### src/design/crl_pkg.sv
// Shared constants and types for the countdown release list.
// No dependencies; imported by every module of the block except crl_ram.
package crl_pkg;

  // Default sizes of the entry table
  localparam int CAPACITY_DEF    = 16;
  localparam int COUNT_WIDTH_DEF = 16;

  // Fixed field widths of the words on both channels
  localparam int ID_W   = 16;
  localparam int TTL_W  = 16;
  localparam int PEND_W = 5;

  // Action codes of an input word
  localparam logic ACT_ADD  = 1'b0;
  localparam logic ACT_TICK = 1'b1;

  // Sequencer states, one-hot
  typedef enum logic [4:0] {
    S_IDLE  = 5'b00001,
    S_SCAN  = 5'b00010,
    S_DONE  = 5'b00100,
    S_EREAD = 5'b01000,
    S_EMIT  = 5'b10000
  } crl_state_t;

endpackage

### src/design/countdown_release_list_unit.sv
// Top level of the countdown release list: sequencer, entry table RAM and
// release buffer RAM. Depends on crl_pkg and crl_ram.
//
// Usage:
//   Input channel (item_valid/item_ready) carries one word: action selects an
//   add (entry_id, time_to_live appended at the back of the table) or a tick.
//   Output channel (result_valid/result_ready) carries result words. An add
//   gives one word (add_rejected set when the table was full). A tick gives
//   one word per released entry, in insertion order, last_result on the final
//   one, or a single word with released_valid low when nothing expired.
//   pending_total is the table occupancy after the whole input is applied.
// Timing:
//   item_ready is high only while the sequencer is idle; one word at a time.
//   Add: the result loads in S_DONE, once the output register is free.
//   Tick: S_SCAN visits every stored entry, then S_EREAD and S_EMIT give the
//   releases; an empty table or no release ends in S_DONE. The scan
//   is bound by the single read port of the entry table: one entry read,
//   decremented and written back (compacted) per cycle. Released identifiers
//   go to a release buffer RAM, read one word per cycle while output is free.
// Reset: rst clears the sequencer, occupancy and output valid. RAM contents
//   are not cleared; only entries below the occupancy are ever read.
// Stall: a result word is held in the output register until taken; the
//   sequencer waits on it and resumes as soon as the register frees.
module countdown_release_list_unit #(
  parameter int CAPACITY    = crl_pkg::CAPACITY_DEF,
  parameter int COUNT_WIDTH = crl_pkg::COUNT_WIDTH_DEF
) (
  input  logic                       clk,
  input  logic                       rst,
  input  logic                       item_valid,
  output logic                       item_ready,
  input  logic                       action,
  input  logic [crl_pkg::ID_W-1:0]   entry_id,
  input  logic [crl_pkg::TTL_W-1:0]  time_to_live,
  output logic                       result_valid,
  input  logic                       result_ready,
  output logic                       released_valid,
  output logic [crl_pkg::ID_W-1:0]   released_id,
  output logic                       last_result,
  output logic                       add_rejected,
  output logic [crl_pkg::PEND_W-1:0] pending_total
);
  import crl_pkg::*;

  localparam int IW = (CAPACITY > 1) ? $clog2(CAPACITY) : 1;  // table index
  localparam int OW = $clog2(CAPACITY + 1);                   // counts 0..CAPACITY
  localparam int EW = ID_W + COUNT_WIDTH;                     // {id, count}

  crl_state_t state;

  logic [OW-1:0] occ;        // entries held
  logic [OW-1:0] n_scan;     // entries to visit in this tick
  logic [OW-1:0] issued;     // reads issued
  logic [OW-1:0] proc_cnt;   // entries processed
  logic [OW-1:0] keep_cnt;   // entries kept (compaction write pointer)
  logic [OW-1:0] nrel;       // entries released
  logic [OW-1:0] ej;         // release buffer read pointer
  logic          dv;         // entry table read data valid
  logic          done_rej;   // add_rejected for a single-word result

  logic [COUNT_WIDTH-1:0] ttl_sat;
  logic [EW-1:0]          ent_q;
  logic [EW-1:0]          ent_wdata;
  logic [IW-1:0]          ent_waddr;
  logic                   ent_we;
  logic [ID_W-1:0]        id_q;
  logic [COUNT_WIDTH-1:0] cnt_q;
  logic                   expire;
  logic                   scan_issue;
  logic                   scan_last;
  logic                   full;
  logic                   add_go;
  logic                   out_free;
  logic                   load_out;
  logic [OW-1:0]          keep_next;
  logic [OW-1:0]          nrel_next;
  logic [OW-1:0]          ej_inc;
  logic                   emit_last;
  logic                   rel_we;
  logic                   rel_re;
  logic [IW-1:0]          rel_raddr;
  logic [ID_W-1:0]        rel_q;

  // Clamp the time to live into the stored count width
  if (COUNT_WIDTH < TTL_W) begin : g_sat
    assign ttl_sat = (|time_to_live[TTL_W-1:COUNT_WIDTH]) ? '1
                                                           : time_to_live[COUNT_WIDTH-1:0];
  end else begin : g_ext
    assign ttl_sat = COUNT_WIDTH'(time_to_live);
  end

  assign item_ready = (state == S_IDLE);
  assign out_free   = !result_valid || result_ready;
  assign load_out   = out_free && ((state == S_DONE) || (state == S_EMIT));
  assign full       = (occ == OW'(CAPACITY));
  assign add_go     = item_valid && item_ready && (action == ACT_ADD) && !full;

  // Entry read data split; a count of 0 or 1 expires on this tick
  assign id_q   = ent_q[EW-1:COUNT_WIDTH];
  assign cnt_q  = ent_q[COUNT_WIDTH-1:0];
  assign expire = (cnt_q <= COUNT_WIDTH'(1));

  assign scan_issue = (state == S_SCAN) && (issued < n_scan);
  assign scan_last  = (state == S_SCAN) && dv && ((proc_cnt + OW'(1)) == n_scan);
  assign keep_next  = keep_cnt + OW'(!expire);
  assign nrel_next  = nrel + OW'(expire);

  // Write port: append on add, write back kept entries during the scan.
  // The write pointer never passes the read pointer, so no forwarding.
  assign ent_we    = add_go || ((state == S_SCAN) && dv && !expire);
  assign ent_waddr = add_go ? occ[IW-1:0] : keep_cnt[IW-1:0];
  assign ent_wdata = add_go ? {entry_id, ttl_sat} : {id_q, cnt_q - COUNT_WIDTH'(1)};

  // Release buffer: fill during scan, drain afterwards
  assign ej_inc    = ej + OW'(1);
  assign emit_last = (ej_inc == nrel);
  assign rel_we    = (state == S_SCAN) && dv && expire;
  assign rel_re    = (state == S_EREAD) || ((state == S_EMIT) && out_free && !emit_last);
  assign rel_raddr = (state == S_EREAD) ? '0 : ej_inc[IW-1:0];

  crl_ram #(
    .WIDTH (EW),
    .DEPTH (CAPACITY),
    .AW    (IW)
  ) u_ent_ram (
    .clk   (clk),
    .we    (ent_we),
    .waddr (ent_waddr),
    .wdata (ent_wdata),
    .re    (scan_issue),
    .raddr (issued[IW-1:0]),
    .rdata (ent_q)
  );

  crl_ram #(
    .WIDTH (ID_W),
    .DEPTH (CAPACITY),
    .AW    (IW)
  ) u_rel_ram (
    .clk   (clk),
    .we    (rel_we),
    .waddr (nrel[IW-1:0]),
    .wdata (id_q),
    .re    (rel_re),
    .raddr (rel_raddr),
    .rdata (rel_q)
  );

  always_ff @(posedge clk) begin
    if (rst) begin
      state        <= S_IDLE;
      occ          <= '0;
      n_scan       <= '0;
      issued       <= '0;
      proc_cnt     <= '0;
      keep_cnt     <= '0;
      nrel         <= '0;
      ej           <= '0;
      dv           <= 1'b0;
      done_rej     <= 1'b0;
      result_valid <= 1'b0;
    end else begin
      // Drop the output word once taken, unless a new word loads now
      if (result_valid && result_ready && !load_out) begin
        result_valid <= 1'b0;
      end
      dv <= scan_issue;
      if (scan_issue) begin
        issued <= issued + OW'(1);
      end

      case (state)
        S_IDLE: begin
          if (item_valid) begin
            if (action == ACT_ADD) begin
              if (!full) begin
                occ <= occ + OW'(1);
              end
              done_rej <= full;
              state    <= S_DONE;
            end else begin
              n_scan   <= occ;
              issued   <= '0;
              proc_cnt <= '0;
              keep_cnt <= '0;
              nrel     <= '0;
              done_rej <= 1'b0;
              state    <= (occ == '0) ? S_DONE : S_SCAN;
            end
          end
        end
        S_SCAN: begin
          if (dv) begin
            proc_cnt <= proc_cnt + OW'(1);
            keep_cnt <= keep_next;
            nrel     <= nrel_next;
          end
          if (scan_last) begin
            occ   <= keep_next;
            state <= (nrel_next == '0) ? S_DONE : S_EREAD;
          end
        end
        S_DONE: begin
          if (out_free) begin
            result_valid   <= 1'b1;
            released_valid <= 1'b0;
            released_id    <= '0;
            last_result    <= 1'b1;
            add_rejected   <= done_rej;
            pending_total  <= PEND_W'(occ);
            state          <= S_IDLE;
          end
        end
        S_EREAD: begin
          ej    <= '0;
          state <= S_EMIT;
        end
        S_EMIT: begin
          if (out_free) begin
            result_valid   <= 1'b1;
            released_valid <= 1'b1;
            released_id    <= rel_q;
            last_result    <= emit_last;
            add_rejected   <= 1'b0;
            pending_total  <= PEND_W'(occ);
            if (emit_last) begin
              state <= S_IDLE;
            end else begin
              ej <= ej_inc;
            end
          end
        end
        default: begin
          state <= S_IDLE;
        end
      endcase
    end
  end

endmodule

### src/design/crl_ram.sv
// Simple dual-port synchronous RAM: one write port, one read port,
// read data registered. No package dependency.
module crl_ram #(
  parameter int WIDTH = 16,
  parameter int DEPTH = 16,
  parameter int AW    = 4
) (
  input  logic             clk,
  input  logic             we,
  input  logic [AW-1:0]    waddr,
  input  logic [WIDTH-1:0] wdata,
  input  logic             re,
  input  logic [AW-1:0]    raddr,
  output logic [WIDTH-1:0] rdata
);

  logic [WIDTH-1:0] mem [DEPTH];

  always_ff @(posedge clk) begin
    if (we) begin
      mem[waddr] <= wdata;
    end
  end

  always_ff @(posedge clk) begin
    if (re) begin
      rdata <= mem[raddr];
    end
  end

endmodule

### config.mk
export PLATFORM = sky130hd
export DESIGN_NAME = countdown_release_list_unit
export DESIGN_NICKNAME = d
export VERILOG_FILES = /design/src/design/crl_pkg.sv /design/src/design/countdown_release_list_unit.sv /design/src/design/crl_ram.sv
export SDC_FILE = /design/constraint.sdc
export NUM_CORES = 1
export LEC_CHECK = 0
export BUFFER_PORTS_ARGS = -buffer_cell sky130_fd_sc_hd__buf_2
export CAP_MARGIN = 10
export CELL_PAD_IN_SITES_DETAIL_PLACEMENT = 1
export CELL_PAD_IN_SITES_GLOBAL_PLACEMENT = 2
export CORE_MARGIN = 10
export CORE_UTILIZATION = 49
export DETAILED_ROUTE_END_ITERATION = 7
export PLACE_DENSITY = 0.77
export SLEW_MARGIN = 20
export SYNTH_ARGS = -nofsm -noshare
export SYNTH_HDL_FRONTEND = slang
export SYNTH_SLANG_ARGS = --single-unit
### constraint.sdc
create_clock -name clk -period 4 [get_ports clk]
set_clock_uncertainty 0.1 [all_clocks]
set_input_delay 0.4 -clock clk [delete_from_list [all_inputs] [get_ports clk]]
set_output_delay 0.4 -clock clk [all_outputs]
set_load 0.05 [all_outputs]
Word level (Yosys, flattened, before mapping) --
Memory sizes are Yosys's and may differ from the RTL's. A register that Yosys moved wholly into a read port is not among the register bits. Cells that the tools add are included.
Word-level totals: logic and storage cells 133, memories kept 2, memory bits (writable) 768, flip-flop bits (word level) 67, output and inout bits 26
Operators by class: mux-type cells 50, magnitude comparators 2, reductions and logical operators 36, bitwise logic cells 2, eq/ne operators 18, add/subtract/negate cells 7
Memories:
- u_ent_ram.mem | words 16, bits a word 32, rd ports 1, clocked after memory_dff 1, write ports 1, RTL line crl_ram.sv:17 | logic [WIDTH-1:0] mem [DEPTH];
- u_rel_ram.mem | words 16, bits a word 16, rd ports 1, clocked after memory_dff 1, write ports 1, RTL line crl_ram.sv:17
Operators by type and width (number):
- $mux 5 | 20
- $pmux 5 s2 | 5
- $mux 16 | 2
- $mux 32 | 1
- $pmux 16 s2 | 1
- $pmux 5 s5 | 1
- $add 5x1->5 const B | 4
- $ne 2x2->1 const B | 9
- $le 16x1->1 const B | 1
- $sub 16x1->16 const B | 1
- $logic_and 1x1->1 | 13
- $mux 1 | 12
- $mux 4 | 3
- $add 5x1->5 | 2
- $eq 5x5->1 | 2
- $eq 5x5->1 const B | 2
- $logic_not 5->1 | 2
- $reduce_and 5->1 | 2
- $reduce_and 3->1 | 3
- $reduce_and 4->1 | 2
- $mux 3 | 2
- $pmux 1 s2 | 3
- $reduce_bool 2->1 | 3
- $eq 5x1->1 const B | 1
- other kinds (10) | 18

Logic depth before layout (Yosys ltp) --
Gate-level depths: netlist of run 1.
depth in word-level cells 8, mapped depth 12, mapped depth without buffers 12

Hierarchy --
A second synthesis of run 1 with hierarchy kept.
Second synthesis, totals: cells, all modules 1764, area total of the unflattened synthesis 34454.3 um2
Modules (own cells, without submodules):
- crl_ram at u_ent_ram | area each 20174.3 um2, instances 1, cells each 838
- crl_ram at u_rel_ram | area each 10202.3 um2, instances 1, cells each 432
- countdown_release_list_unit | area each 4077.7 um2, instances 1, cells each 494

Worst setup path after synthesis of run 1 --
No wires, ideal clock.
path kind register to register, start point register state[2], end point memory u_ent_ram.mem[4][0] (netlist name) (enable), buffers on the path 1, arrival time 3.502 ns, period minus slack after synthesis 4.023 ns, data required time 3.479 ns, setup slack -0.023 ns, cell stages (with the launch flop) 8, cell sequence dfxtp_1 > nand2b_1 > nor4_4 > nand3_1 > clkbuf_1 > o32ai_1 > nand2_1 > nor2_1
On the way: cells in the longest elaborated chain, start to end 7, elaborated cells on any way between the ends 11, classes of those cells 2 x eq/ne; 3 x mux; 6 x reduce/logical
Ends and longest elaborated chain:
- start, declared | RTL line countdown_release_list_unit.sv:49 | crl_state_t state;
- start signal, assigned | RTL line countdown_release_list_unit.sv:188 | state <= (occ == '0) ? S_DONE : S_SCAN;
- start signal, assigned | RTL line countdown_release_list_unit.sv:200 | state <= (nrel_next == '0) ? S_DONE : S_EREAD;
- $eq 5x1->1 (*) | RTL line countdown_release_list_unit.sv:92 | assign item_ready = (state == S_IDLE);
- net item_ready | RTL line countdown_release_list_unit.sv:31 | output logic item_ready,
- $logic_and 1x1->1 (*) (3 in series) | RTL line countdown_release_list_unit.sv:96 | assign add_go = item_valid && item_ready && (action == ACT_ADD) && !full;
- $logic_or 1x1->1 | RTL line countdown_release_list_unit.sv:110 | assign ent_we = add_go || ((state == S_SCAN) && dv && !expire);
- $mux 1 | RTL line crl_ram.sv:20 | if (we) begin
- $mux 1 (not written as such) | RTL line crl_ram.sv:21 | mem[waddr] <= wdata;
- end, declared | RTL line crl_ram.sv:17
Mark *: on every way through the listed nets, which the timed path passes. The rest lies on a longest branch.

Final worst setup path of run 1 --
start point register u_ent_ram.rdata[10] (read register of u_ent_ram.mem), end point register state[2]
On the way: cells in the longest elaborated chain, start to end 6
Ends and longest elaborated chain:
- start, declared | RTL line crl_ram.sv:14 | output logic [WIDTH-1:0] rdata
- $le 16x1->1 | RTL line countdown_release_list_unit.sv:101 | assign expire = (cnt_q <= COUNT_WIDTH'(1));
- $add 5x1->5 | RTL line countdown_release_list_unit.sv:106 | assign nrel_next = nrel + OW'(expire);
- $logic_not 5->1 | RTL line countdown_release_list_unit.sv:200
- $mux 4 | RTL line countdown_release_list_unit.sv:200
- $mux 5 | RTL line countdown_release_list_unit.sv:198 | if (scan_last) begin
- $pmux 5 s5 | RTL line countdown_release_list_unit.sv:172 | case (state)
No other way between the ends. The select of a mux whose other input is x is not followed. A chain may end at the register's enable or synchronous reset.

==> results of run 1 <==
## cells in the mapped netlist, drive strengths merged (4+ instances only)
master,instances,area (µm²)
nand2b,9,56.30
a21oi,26,130.1
nor2b,4,25.02
ha,15,187.7
xnor2,20,175.2
nand2,101,379.1
nand3b,7,52.55
a31oi,41,256.5
o22ai,19,118.9
mux2i,38,380.4
a22oi,37,277.8
or4,4,33.78
and2,19,118.9
nor4b,4,35.03
and3,7,43.79
dfxtp,43,860.8
nor3,16,85.08
mux4,192,4324
a211oi,5,37.54
buf,26,111.4
edfxtp,840,25220
o21ai,88,440.4
inv,16,60.06
clkbuf,72,270.3
o211ai,5,37.54
nand3,16,80.08
xor2,11,96.34
nor2,77,289.0
nor4,6,73.82
## layer usage
layer / global-route usage (%) / vias up / routed length, µm
li1: - / 7653 / -
met1: 26.64 / 9391 / 34200
met2: 33.60 / 455 / 40970
met3: 2.949 / 109 / 3872
met4: 5.027 / 0 / 1619
met5: 0 / - / 0
## how the worst max path moves through the flow
| stage | start | to | slack [ns] |
|---|---|---|---|
| floorplan | state[2] | u_ent_ram.mem[4][0] | -0.02 |
| global placement | u_ent_ram.rdata[10] | state[2] | 0.68 |
| detailed placement | u_ent_ram.rdata[10] | state[2] | 0.62 |
| CTS | u_ent_ram.rdata[10] | state[2] | 0.61 |
| global route | u_ent_ram.rdata[2] | state[2] | 0.31 |
| finish | u_ent_ram.rdata[10] | state[2] | 0.60 |
## logic make-up (layout without fill, tap and decap cells)
logic type	count (synthesis)	count (layout)
xor+xnor	32	32
buf+inv	114	325
mux	231	231
compound gates	245	245
flops	883	883
fa+ha+maj	15	15
other cells	0	1
simple gates	283	283
## cells in the final DEF, fill, tap and decap left out, types with 20 or more instances in the layout
cell type,n
a31oi_1,40
clkbuf_16,93
edfxtp_1,840
a22oi_1,37
nor2_1,61
buf_2,62
buf_12,21
mux4_2,192
dfxtp_1,39
nand2_1,101
clkinv_2,23
buf_4,57
mux2i_1,38
xnor2_1,20
o21ai_0,84
a21oi_1,25
## flip-flops by register name, indices dropped and copies added, names as in the netlist, 5 cells and up
signal,cells
keep_cnt,5
state,5
occ,5
pending_total,5
ej,5
issued,5
u_rel_ram.rdata,16
u_ent_ram.mem,512
released_id,16
n_scan,5
u_ent_ram.rdata,32
u_rel_ram.mem,256
proc_cnt,5
nrel,5
## metrics by stage
| stage | std cells | utilization (%) | worst slack (ns) |
|---|---|---|---|
| after floorplan | 1803 | - | -0.02334 |
| after global placement | 2785 | 52.47 | 0.6798 |
| after detailed placement | 2785 | 52.47 | 0.6157 |
| after CTS | 2954 | 56.79 | 0.6087 |
| after global routing | 2954 | 56.80 | 0.3099 |
| final | 2955 | 56.81 | 0.5994 |
## layout make-up
cell class,count,area (µm²)
repair buffers,140,1159
fillers,6125,30250
clock buffers,107,2380
inverters,16,60.06
diodes,1,2.502
flip-flops and latches,883,26100
multi-input cells,806,8263
clock inverters,62,643.1
well taps,940,1176
## worst reg2reg max path, delay by kind of cell (launching register included)
family                   cells  cell delay (ns)
AO/OA/AOI/OAI                4             0.73
adder cells (fa/ha/maj)      2             0.64
flip-flops                   1             0.44
AND/OR/NAND/NOR              5             1.44
## power by group
part	internal, µW	leakage, µW	total, µW	switching [µW]
combinational	180	0.00302	660	481
sequential	10200	0.00792	10300	32.9
clock	5040	0.00148	8520	3480
total	15500	0.0124	19400	3990
==> reports/qor.csv, run 1 <==
stage,metric,value,unit
layout,final_cell_area,39780,µm²
timing,holdWs,0.05807,ns
setup_path,critical_path.cell_chain,"or3_4, or3_4, nor4_4, ha_1, ha_1, nand2_1, a21oi_1, o21ai_0, a211oi_1, a221o_1, and3_1",
detailed_routing,via_count,17610,
placement,post_dp_cell_area,36750,µm²
run,maxCapViolCount,0,
clock_tree,htree_levels,3,
placement,place_congestion,0.7738,
floorplan,io_pins,63,
worst_hold_path,min_from,item_valid,
placement,dp_hpwl,48010,µm
layout,drive_above_1_share,25.57,%
setup_path,crit_family,simple AND/OR/NAND/NOR gates,
timing,finalHoldViolations,0,
detailed_routing,final_antenna_net_count,0,
floorplan,core_area,70030,µm²
floorplan,initial_utilization,49.42,%
power,peakVddDrop,0.0003378,V
timing,relSlewSlack,32.30,%
synthesis,synth_area,34610,µm²
global_route,grt_max_degree,67,
setup_path,cp-end-kind,register,
detailed_routing,via_per_inst,5.959,
clock_tree,cts-root-buf,clkbuf_16,
worst_hold_path,hold_class,in -> reg,
synthesis,syn-num-nets,1855,
timing,setup_viol,0,
floorplan,die_x,285.8,µm
setup_path,slowest_delay,0.44,ns
synthesis,syn_area_per_cell,19.20,µm²
floorplan,dieArea,81660,µm²
global_route,grt_usage,19.78,%
synthesis,yosysWarnings,0,
clock_tree,cts-hold-fix-buffers,0,
synthesis,synth_top_flop_cell,edfxtp_1,
power,total_power,19450,µW
timing,final_max_slew_viol_count,0,
synthesis,synth_edf_count,840,
synthesis,ys_seq_area_share,75.37,%
timing,fin_crit_sh,85.02,%
global_route,overflow,0,
synthesis,synthCells,1803,
layout,area_delta_synth_final,14.94,%
setup_path,worstSetupPathType,reg -> reg,
setup_path,path_buf_inv,0,
detailed_routing,drtIter0Drc,1583,
synthesis,synth-seq-cells,883,
synthesis,synth.area.mux_share,13.63,%
detailed_routing,drt-pass1-iter-count,5,
setup_path,path_max_fanout,6,
global_route,grt_pass1_wl,122000,µm
layout,nNetsFinal,1989,
setup_path,crit_path_top_delay_cell,edfxtp_1,
detailed_routing,wire_per_inst,27.30,µm
power,powerDensity,488.9,nW/µm²
setup_path,startpoint_type,register,
synthesis,synth_compound_gate_area_share,4.356,%
outcome,status,completed,
clock_tree,cts.sinks,883,
timing,grt_setup_unrepaired,no,
clock_tree,clk_latency,0.63,ns
global_route,antenna_found_initial,2,
synthesis,synthXorXnorAreaFrac,0.8532,%
clock_tree,clkTransAtPathRegs,0.06,ns
setup_path,critical_path_depth,11,
setup_path,rrSetupSlack,0.60,ns
clock_tree,cts_buffer_depth,3,
timing,tightest_slew,1.011,ns
power,p_leak,0.01242,µW
timing,min_period,3.401,ns
clock_tree,post_cts_buffers,0,
setup_path,r2r-end,state[2],
floorplan,rows,97,
detailed_routing,totalWireLength,80660,µm
worst_hold_path,hold_depth,4,
synthesis,synth-simple-area-share,3.980,%
setup_path,reg2reg_from,u_ent_ram.rdata[10],
timing,max_freq,294.1,MHz
synthesis,ys_async_sr_fraction,0,%
global_route,grt_pass1_vias,18900,
synthesis,synthAdderAreaFrac,0.5423,%
detailed_routing,drc_errors,0,
synthesis,synth_top_family_by_area,multiplexers,
setup_path,reg2reg_depth,11,
timing,fin_tns_setup,0,ns
placement,port-buffer-count,62,
clock_tree,cts_tree,built,
floorplan,fp.dieH,285.8,µm
worst_hold_path,hold_end,state[0],
setup_path,worstPathArrival,3.88,ns
clock_tree,cts_buffers,90,
clock_tree,cts_resized,0,
setup_path,crit_required,4.48,ns
synthesis,yosysUniqueCellTypes,60,
(Power assumes the default switching activity.)
==> run 2: changes to the inputs <==
CORE_UTILIZATION = 45   (was 49)
PLACE_DENSITY = 0.72   (was 0.77)
==> run 2 against run 1 <==
Compared with the run above:
- largest cell class unchanged
- largest power group unchanged
- via count decreased by 1.4%
- register-to-register slack better by 0.02 ns
- highest routed layer unchanged
- non-clock buffer count is 3 higher
==> reports/qor.csv, run 2 (same netlist as run 1, synthesis figures left out) <==
stage,metric,value,unit,change
outcome,status,completed,,
power,p_leak,0.01227,µW,-1.2%
power,switching_share,21.05,%,+0.51 points
global_route,overflow,0,,unchanged
layout,drive_above_1_share,24.81,%,-0.76 points
setup_path,path_buf_inv,0,,unchanged
layout,largest_register_ffs,512,,unchanged
clock_tree,clk_latency,0.63,ns,about the same
floorplan,io_pins,63,,unchanged
timing,final_max_slew_viol_count,0,,unchanged
global_route,grt_pass1_wl,123000,µm,+0.76%
global_route,antenna_found_initial,0,,-2
power,power.share.combinational,3.6,%,+0.2 points
layout,final_common_cell,edfxtp_1,,
clock_tree,cts_buffers,92,,+2.2%
floorplan,initial_utilization,45.50,%,-3.9 points
floorplan,die_x,297.3,µm,+4.0%
global_route,grt_pass1_vias,18730,,-0.88%
clock_tree,post_cts_buffers,0,,unchanged
placement,port-buffer-count,62,,unchanged
placement,place_inst,2878,,+3.3%
setup_path,crit_family,simple AND/OR/NAND/NOR gates,,
setup_path,startpoint,u_ent_ram.rdata[10],,
detailed_routing,via_per_inst,5.712,,-4.1%
layout,fin_cells,3041,,+2.9%
setup_path,critical_path.cell_chain,"or3_4, or3_4, nor4_4, ha_1, ha_1, and3_1, nand4_1, a211oi_1, a221o_1, and3_1",,
timing,finalHoldViolations,0,,unchanged
layout,regMostFlops,u_ent_ram.mem,,
placement,post_dp_cell_area,36770,µm²,about the same
placement,place_congestion,0.7725,,-0.17%
timing,setup_viol,0,,unchanged
layout,area_delta_synth_final,14.21,%,
floorplan,dieArea,88410,µm²,+8.3%
detailed_routing,drc_errors,0,,unchanged
detailed_routing,wire_per_inst,26.42,µm,-3.2%
floorplan,fp.dieH,297.3,µm,+4.0%
detailed_routing,via_count,17370,,-1.4%
layout,final_util,51.96,%,-4.8 points
layout,reg_top3,"u_ent_ram.mem: 512 flops, u_rel_ram.mem: 256 flops, u_ent_ram.rdata: 32 flops",,
clock_tree,cts.sinks,883,,unchanged
worst_hold_path,min_from,item_valid,,
floorplan,core_area,76080,µm²,+8.6%
layout,antenna_cells,0,,-1
worst_hold_path,hold_class,in -> reg,,
setup_path,reg2reg_from,u_ent_ram.rdata[10],,
timing,min_period,3.385,ns,-0.01552 ns
setup_path,worstPathArrival,3.86,ns,-0.02 ns
clock_tree,cts_buffer_depth,3,,unchanged
layout,nNetsFinal,1994,,+0.25%
clock_tree,cts_tree,built,,
placement,dp_hpwl,50020,µm,+4.2%
layout,final_cell_area,39530,µm²,-0.64%
power,switching_power,3972,µW,-0.55%
detailed_routing,totalWireLength,80360,µm,-0.38%
timing,relSlewSlack,33.24,%,+0.94 points
global_route,grt_max_degree,132,,+97%
timing,fin_tns_setup,0,ns,unchanged
setup_path,cp-end-kind,register,,
timing,tightest_slew,0.9909,ns,-0.01981 ns
power,peakVddDrop,0.0003955,V,+17%
setup_path,crit_required,4.48,ns,about the same
timing,fin_crit_sh,84.63,%,-0.39 points
timing,fin_ws,0.6149,ns,+0.01552 ns
setup_path,crit_path_top_delay_cell,edfxtp_1,,
run,maxCapViolCount,0,,unchanged
detailed_routing,final_antenna_net_count,0,,unchanged
layout,layout_common_cells,"edfxtp_1, mux4_2, nand2_1",,
clock_tree,htree_levels,3,,unchanged
setup_path,path_max_fanout,6,,unchanged
power,powerDensity,477.4,nW/µm²,-2.3%
placement,place_worst_setup_slack,0.6562,ns,+0.04056 ns
clock_tree,cts_resized,0,,unchanged
setup_path,worstSetupPathType,reg -> reg,,
clock_tree,cts-root-buf,clkbuf_16,,
timing,grt_setup_unrepaired,no,,
power,seqPwrFrac,54.4,%,+1.6 points
setup_path,slowest_delay,0.44,ns,about the same
timing,max_freq,295.4,MHz,+0.46%
detailed_routing,drtIter0Drc,1393,,-12%
power,p_clk_share,42.0,%,-1.8 points
clock_tree,cts-hold-fix-buffers,0,,unchanged
detailed_routing,drt-pass1-iter-count,5,,unchanged
power,internal_power,14900,µW,-3.6%
setup_path,startpoint_type,register,,
clock_tree,clkTransAtPathRegs,0.06,ns,about the same
global_route,grt_usage,18.12,%,-1.7 points
floorplan,rows,101,,+4.1%
-- run 2: area by class of cell --
class	instances	area (µm²)
fill	6839	36550
sequential	883	26100
multi-input combinational	806	8259
clock buffer	113	2381
tap	1030	1289
timing repair buffer	143	1066
clock inverter	50	375.4
inverter	16	60.06
-- run 2: power groups by stage --
stage	sequential (µW)	combinational (µW)	clock [µW]
2_1_floorplan	10500	351	0
4_1_cts	10300	683	8110
6_report	10300	671	7930
3_3_place_gp	10500	653	0
3_5_place_dp	10500	683	0
5_1_grt	10300	740	8500
-- run 2: worst paths after layout --
path,slack [ns],to,depth (start not counted)
max,0.61,state[2],10
min,0.06,state[0],4
max reg2reg,0.61,state[2],10
min reg2reg,0.39,keep_cnt[4],2
-- run 2: through the flow --
step / hold WS, ns / power [µW]
after CTS: 0.01865 / 19060
after detailed placement: 0.3835 / 11150
after floorplan: 0.3290 / 10840
after global routing: 0.06640 / 19510
final: 0.06199 / 18870
after global placement: 0.3621 / 11110
-- run 2: per-layer routing --
layer / share of wire, % / track usage, % / vias up
li1: - / - / 7654
met1: 43 / 24.15 / 9241
met2: 51 / 31.32 / 361
met3: 4.2 / 2.408 / 114
met4: 1.9 / 4.271 / 0
met5: 0 / 0 / -
-- run 2: worst min-delay path, cell delays in order --
cell	delay [ns]
buf_2	0.16
inv_1	0.07
a21oi_1	0.07
o41ai_1	0.06
